## config.mk

```make
export PLATFORM = sky130hd
export DESIGN_NAME = h2rgb_finish
export DESIGN_NICKNAME = d
export VERILOG_FILES = /design/src/rtl/h2rgb_pkg.sv /design/src/rtl/h2rgb_finish.sv
export SDC_FILE = /design/constraint.sdc
export NUM_CORES = 1
export LEC_CHECK = 0
export ABC_AREA = 0
export BUFFER_PORTS_ARGS = -buffer_cell sky130_fd_sc_hd__buf_2
export CAP_MARGIN = 20
export CORE_ASPECT_RATIO = 1.25
export CORE_MARGIN = 10
export CORE_UTILIZATION = 25
export DETAILED_ROUTE_END_ITERATION = 8
export PLACE_DENSITY = 0.53
export SYNTH_ARGS = -nofsm -noshare
export SYNTH_HDL_FRONTEND = slang
export SYNTH_SLANG_ARGS = --single-unit
```

## constraint.sdc

```tcl
create_clock -name vclk -period 11.43
set_input_delay 0.5715 -clock vclk [all_inputs]
set_output_delay 0.5715 -clock vclk [all_outputs]
set_load 0.01 [all_outputs]
```

## src/rtl/h2rgb_pkg.sv

```systemverilog
`timescale 1ns / 1ps

package h2rgb_pkg;

  // field widths
  localparam int HUE_W = 9;
  localparam int SAT_W = 9;
  localparam int INT_W = 8;
  localparam int CH_W  = 8;

  // fixed-point formats
  localparam int RATIO_FRAC_BITS = 14;
  localparam int SAT_FRAC_BITS   = 8;
  localparam int SHIFT           = SAT_FRAC_BITS + RATIO_FRAC_BITS;
  localparam int RATIO_W         = RATIO_FRAC_BITS + 3;
  localparam int SATX_W          = SAT_W + 1;
  localparam int LOWP_W          = INT_W + SATX_W + 1;
  localparam int SR_W            = RATIO_W + SATX_W;
  localparam int FACT_W          = SR_W + 1;
  localparam int NUM_W           = SR_W + INT_W + 3;
  localparam int VAL_W           = NUM_W - SHIFT + 1;

  // hue geometry
  localparam int HUE_FULL   = 360;
  localparam int SECTOR_DEG = 120;
  localparam int H_W        = $clog2(SECTOR_DEG);

  // cosine series constants
  localparam logic [63:0] PI_Q30  = 64'd3373259426;
  localparam logic [63:0] ONE_Q30 = 64'd1 << 30;
  localparam int TAYLOR_TERMS     = 12;

  typedef enum logic [1:0] {
    SECTOR_RG = 2'd0,
    SECTOR_GB = 2'd1,
    SECTOR_BR = 2'd2
  } sector_e;

  typedef logic signed [RATIO_W-1:0] ratio_t;
  typedef ratio_t ratio_rom_t [SECTOR_DEG];

  // channel numerators handed to the output stage
  typedef struct packed {
    sector_e                   sector;
    logic [INT_W-1:0]          intensity;
    logic signed [NUM_W-1:0]   low;
    logic signed [NUM_W-1:0]   mid;
  } num_t;

  // shift-subtract divide, elaboration only
  function automatic logic [63:0] udiv(input logic [63:0] a, input logic [63:0] b);
    logic [64:0] rem;
    logic [63:0] quo;
    rem = '0;
    quo = '0;
    for (int n = 63; n >= 0; n--) begin
      rem = {rem[63:0], a[n]};
      if (rem >= {1'b0, b}) begin
        rem    = rem - {1'b0, b};
        quo[n] = 1'b1;
      end
    end
    return quo;
  endfunction

  // cosine of 0..90 degrees in q30
  function automatic logic signed [63:0] cos_q1(input int unsigned d);
    logic [63:0] x;
    logic [63:0] x2;
    logic [63:0] term;
    logic [63:0] pos;
    logic [63:0] neg;
    x    = (64'(d) * PI_Q30 + 64'd90) / 180;
    x2   = (x * x + (64'd1 << 29)) >> 30;
    term = ONE_Q30;
    pos  = ONE_Q30;
    neg  = '0;
    for (int k = 1; k <= TAYLOR_TERMS; k++) begin
      term = udiv((term * x2) >> 30, 64'((2 * k - 1) * (2 * k)));
      if (k % 2 == 1) begin
        neg = neg + term;
      end else begin
        pos = pos + term;
      end
    end
    return $signed(pos) - $signed(neg);
  endfunction

  // cosine of 0..180 degrees in q30
  function automatic logic signed [63:0] cos_deg(input int unsigned d);
    if (d > 90) begin
      return -cos_q1(180 - d);
    end
    return cos_q1(d);
  endfunction

  // cos(h) / cos(60 - h), rounded half away from zero
  function automatic ratio_t ratio_entry(input int unsigned h);
    logic signed [63:0] num;
    logic signed [63:0] den;
    logic [63:0]        mag;
    logic [63:0]        q;
    num = cos_deg(h);
    den = cos_deg((h <= 60) ? (60 - h) : (h - 60));
    mag = (num < 0) ? 64'(-num) : 64'(num);
    if (den <= 0) begin
      return '0;
    end
    q = udiv((mag << RATIO_FRAC_BITS) + (64'(den) >> 1), 64'(den));
    if (num < 0) begin
      return RATIO_W'(-$signed(q));
    end
    return RATIO_W'(q);
  endfunction

  function automatic ratio_rom_t build_ratio_rom();
    ratio_rom_t rom;
    for (int h = 0; h < SECTOR_DEG; h++) begin
      rom[h] = ratio_entry(h);
    end
    return rom;
  endfunction

  localparam ratio_rom_t RATIO_ROM = build_ratio_rom();

  // round half up, clamp to 0..255
  function automatic logic [CH_W-1:0] finish_channel(input logic signed [NUM_W-1:0] n);
    logic [VAL_W-1:0] v;
    if (n < 0) begin
      return '0;
    end
    v = VAL_W'(n[NUM_W-1:SHIFT]) + VAL_W'(n[SHIFT-1]);
    if (v > VAL_W'((1 << CH_W) - 1)) begin
      return '1;
    end
    return v[CH_W-1:0];
  endfunction

endpackage

```

## src/rtl/h2rgb_finish.sv

```systemverilog
`timescale 1ns / 1ps

module h2rgb_finish import h2rgb_pkg::*; (
  input  num_t            num_i,
  output logic [CH_W-1:0] red_o,
  output logic [CH_W-1:0] green_o,
  output logic [CH_W-1:0] blue_o
);

  logic signed [NUM_W-1:0] i_d;
  logic signed [NUM_W-1:0] rest;
  logic [CH_W-1:0]         low_c;
  logic [CH_W-1:0]         mid_c;
  logic [CH_W-1:0]         rest_c;

  // rest = 3*I*D - low - mid
  always_comb begin
    i_d  = NUM_W'($signed({1'b0, num_i.intensity})) <<< SHIFT;
    rest = i_d + (i_d <<< 1) - num_i.low - num_i.mid;
  end

  assign low_c  = finish_channel(num_i.low);
  assign mid_c  = finish_channel(num_i.mid);
  assign rest_c = finish_channel(rest);

  // route channels by sector
  always_comb begin
    case (num_i.sector)
      SECTOR_RG: begin
        red_o   = mid_c;
        green_o = rest_c;
        blue_o  = low_c;
      end
      SECTOR_GB: begin
        red_o   = low_c;
        green_o = mid_c;
        blue_o  = rest_c;
      end
      default: begin
        red_o   = rest_c;
        green_o = low_c;
        blue_o  = mid_c;
      end
    endcase
  end

endmodule

```

==> flow_metrics.env <==
export IMPL_hp_start="num_i[85]"
export IMPL_post_route_min_period_ns=6.74
export IMPL_setup_worst_path_end_class="output pin"
export IMPL_placed_cells=939
export IMPL_synth_area_top_cells="ha_1 22%, inv_1 7.8%, a21oi_1 6.1%, xnor2_1 5.2%, fa_1 5.1%"
export IMPL_final_cell_mix="110 x buf_2, 91 x inv_1, 76 x ha_1, 53 x a21oi_1, 46 x nand2_1"
export IMPL_layout_worst_path_cycle_share_pct=59.0
export IMPL_dpl_hpwl_um=13100
export IMPL_clkbuf_count=0
export IMPL_layout_commonest_cell="buf_2"
export IMPL_grt_pass1_vias=4602
export IMPL_drt_total_wl_um=14600
export IMPL_min_path_cells=3
export IMPL_drv_cap=0
export IMPL_syn2layout_area_growth_pct=17.8
export IMPL_syn_area_um2=4360
export IMPL_status="finished, final reports clean"
export IMPL_cp_arrival_ns=6.17
export IMPL_routedWlPerCell_um=15.5
export IMPL_fillCellCount=1930
export IMPL_yosysSeqAreaShare_pct=0
export IMPL_grt_total_usage_pct=11.7
export IMPL_tns_ns=0
export IMPL_hold_path_end="red_o[5]"
export IMPL_num_rows=53
export IMPL_synthesis_nets=795
export IMPL_startpoint_type="input port"
export IMPL_crit_slowest_cell="fa_1"
export IMPL_hold_path_class="input port to output pin"
export IMPL_num_vias=4692
export IMPL_ir_worst_vdd_uv=25.7
export IMPL_setup_viol=0
export IMPL_worst_ep_required_time_ns=10.86
export IMPL_final_nets=894
export IMPL_yosysUniqueCellTypes=68
export IMPL_io_pins=110
export IMPL_grt_max_degree=29
export IMPL_chipWidth_um=138
export IMPL_synth_top_cell_area_share_pct=21.8
export IMPL_first_pass_iters=4
export IMPL_die_area_um2=23100
export IMPL_path_buf_inv=3
export IMPL_p_leak_nw=2.61
export IMPL_nFlopsAndLatches=0
export IMPL_fmaxAchievable_ghz=0.148
export IMPL_post_cts_buffers=0
export IMPL_diodes=0
export IMPL_yosys_warnings=0
export IMPL_rsz0062_at_grt="false"
export IMPL_drtAntennaViolNets=0
export IMPL_stdcell_count=939
export IMPL_gp_congestion=0.933
export IMPL_power_w=0.000483
export IMPL_syn_inst=622
export IMPL_first_iter_violations=264
export IMPL_die_h_um=168
export IMPL_crit_start="num_i[77]"
export IMPL_antenna_found_initial=0
export IMPL_slowest_delay_ns=0.46
export IMPL_yosys_area_top_type="ha_1"
export IMPL_grt_pass1_wl_um=23400
export IMPL_drive_gt1_share_pct=20.2
export IMPL_portBuffers=110
export IMPL_critPathMaxFanout=8
export IMPL_finalHoldViolCount=0
export IMPL_power_density_nw_per_um2=94.1
export IMPL_overflow=0
export IMPL_drv_slew=0
export IMPL_tightest_slew_ns=0.909
export IMPL_fin_util_pct=30.2
export IMPL_register_area_um2=0
export IMPL_floorplan_initialDensity_pct=25.7
export IMPL_synth_avg_cell_area_um2=7.00
export IMPL_cts_resized=0
export IMPL_relSlewSlack_pct=38.9
export IMPL_holdBufCountCts=0
export IMPL_drc=0
export IMPL_core_um2=17000
export IMPL_cp_top_family="compound AO/OA/AOI/OAI gates"
export IMPL_cpMostUsedCell="a21oi_1"
export IMPL_critPathKind="input port to output pin"
export IMPL_post_drt_via_cell_ratio=5.00
## cells in the mapped netlist, types with 2 or more instances
cell and count:
mux2_2 3, ha_1 76, a31o_2 2, fa_1 11, a31oi_1 4, and4_1 2
o311ai_1 2, and2_1 5, nand3_1 17, nor3_1 21, nand4_1 10, o21bai_1 5
a211oi_1 9, and3_2 3, or2_2 2, and3_1 7, and4_2 2, buf_1 2
a311oi_2 2, o21a_1 4, nor2_1 44, nand3_2 6, nor4_1 4, xnor2_1 26
o2111ai_1 2, mux2i_1 10, or3_2 2, o2bb2ai_1 9, a21o_1 24, nor2b_1 4
o31ai_1 2, nand2_1 46, inv_1 91, or3_1 3, o21ai_0 32, o211ai_1 7
a2111o_1 2, xor2_1 10, a21oi_1 53, nand2b_1 3, clkbuf_1 10, a22o_1 16
nand3b_2 2
## per-layer routing
metal / routed length, µm / vias up / global-route usage, %
met4: 179 / 0 / 1.33
met3: 654 / 8 / 1.36
li1: - / 2447 / -
met5: 0 / - / 0
met2: 7190 / 127 / 21.5
met1: 6560 / 2110 / 14.5
## where the power goes
part / switching (W) / internal (W)
sequential: 0 / 0
combinational: 0.000293 / 0.000190
clock: 0 / 0
total: 0.000293 / 0.000190
## stage by stage
| step | cell area, µm² | hold slack, ns | setup slack, ns |
|---|---|---|---|
| 2_1_floorplan | 4360 | 1.55 | 5.54 |
| 3_3_place_gp | 5130 | 1.69 | 4.79 |
| 3_5_place_dp | 5130 | 1.70 | 4.71 |
| 4_1_cts | 5130 | 1.70 | 4.65 |
| 5_1_grt | 5130 | 1.74 | 4.02 |
| 6_report | 5130 | 1.70 | 4.69 |
## logic make-up after synthesis
family          share of synthesized area, %
compound gates                          30.2
xor+xnor                                7.61
fa+ha+maj                               26.9
buf+inv                                 8.99
mux                                     3.07
simple gates                            23.2
## cell type report
cell class         instances  area (µm²)  share of cell area (%)
inverters                 91         342                    6.66
well taps                220         275                    5.36
multi-input cells        518        3960                    77.2
repair buffers           110         551                    10.7
## how the worst max path moves through the flow
stage / endpoint / slack [ns] / cells after the start
after floorplan: blue_o[0] / 5.54 / 24
after global placement: blue_o[3] / 4.79 / 26
after detailed placement: blue_o[1] / 4.71 / 26
after CTS: blue_o[1] / 4.65 / 26
after global routing: blue_o[1] / 4.02 / 26
final: green_o[7] / 4.69 / 26
Note: power is estimated with default switching activity, not from simulation.
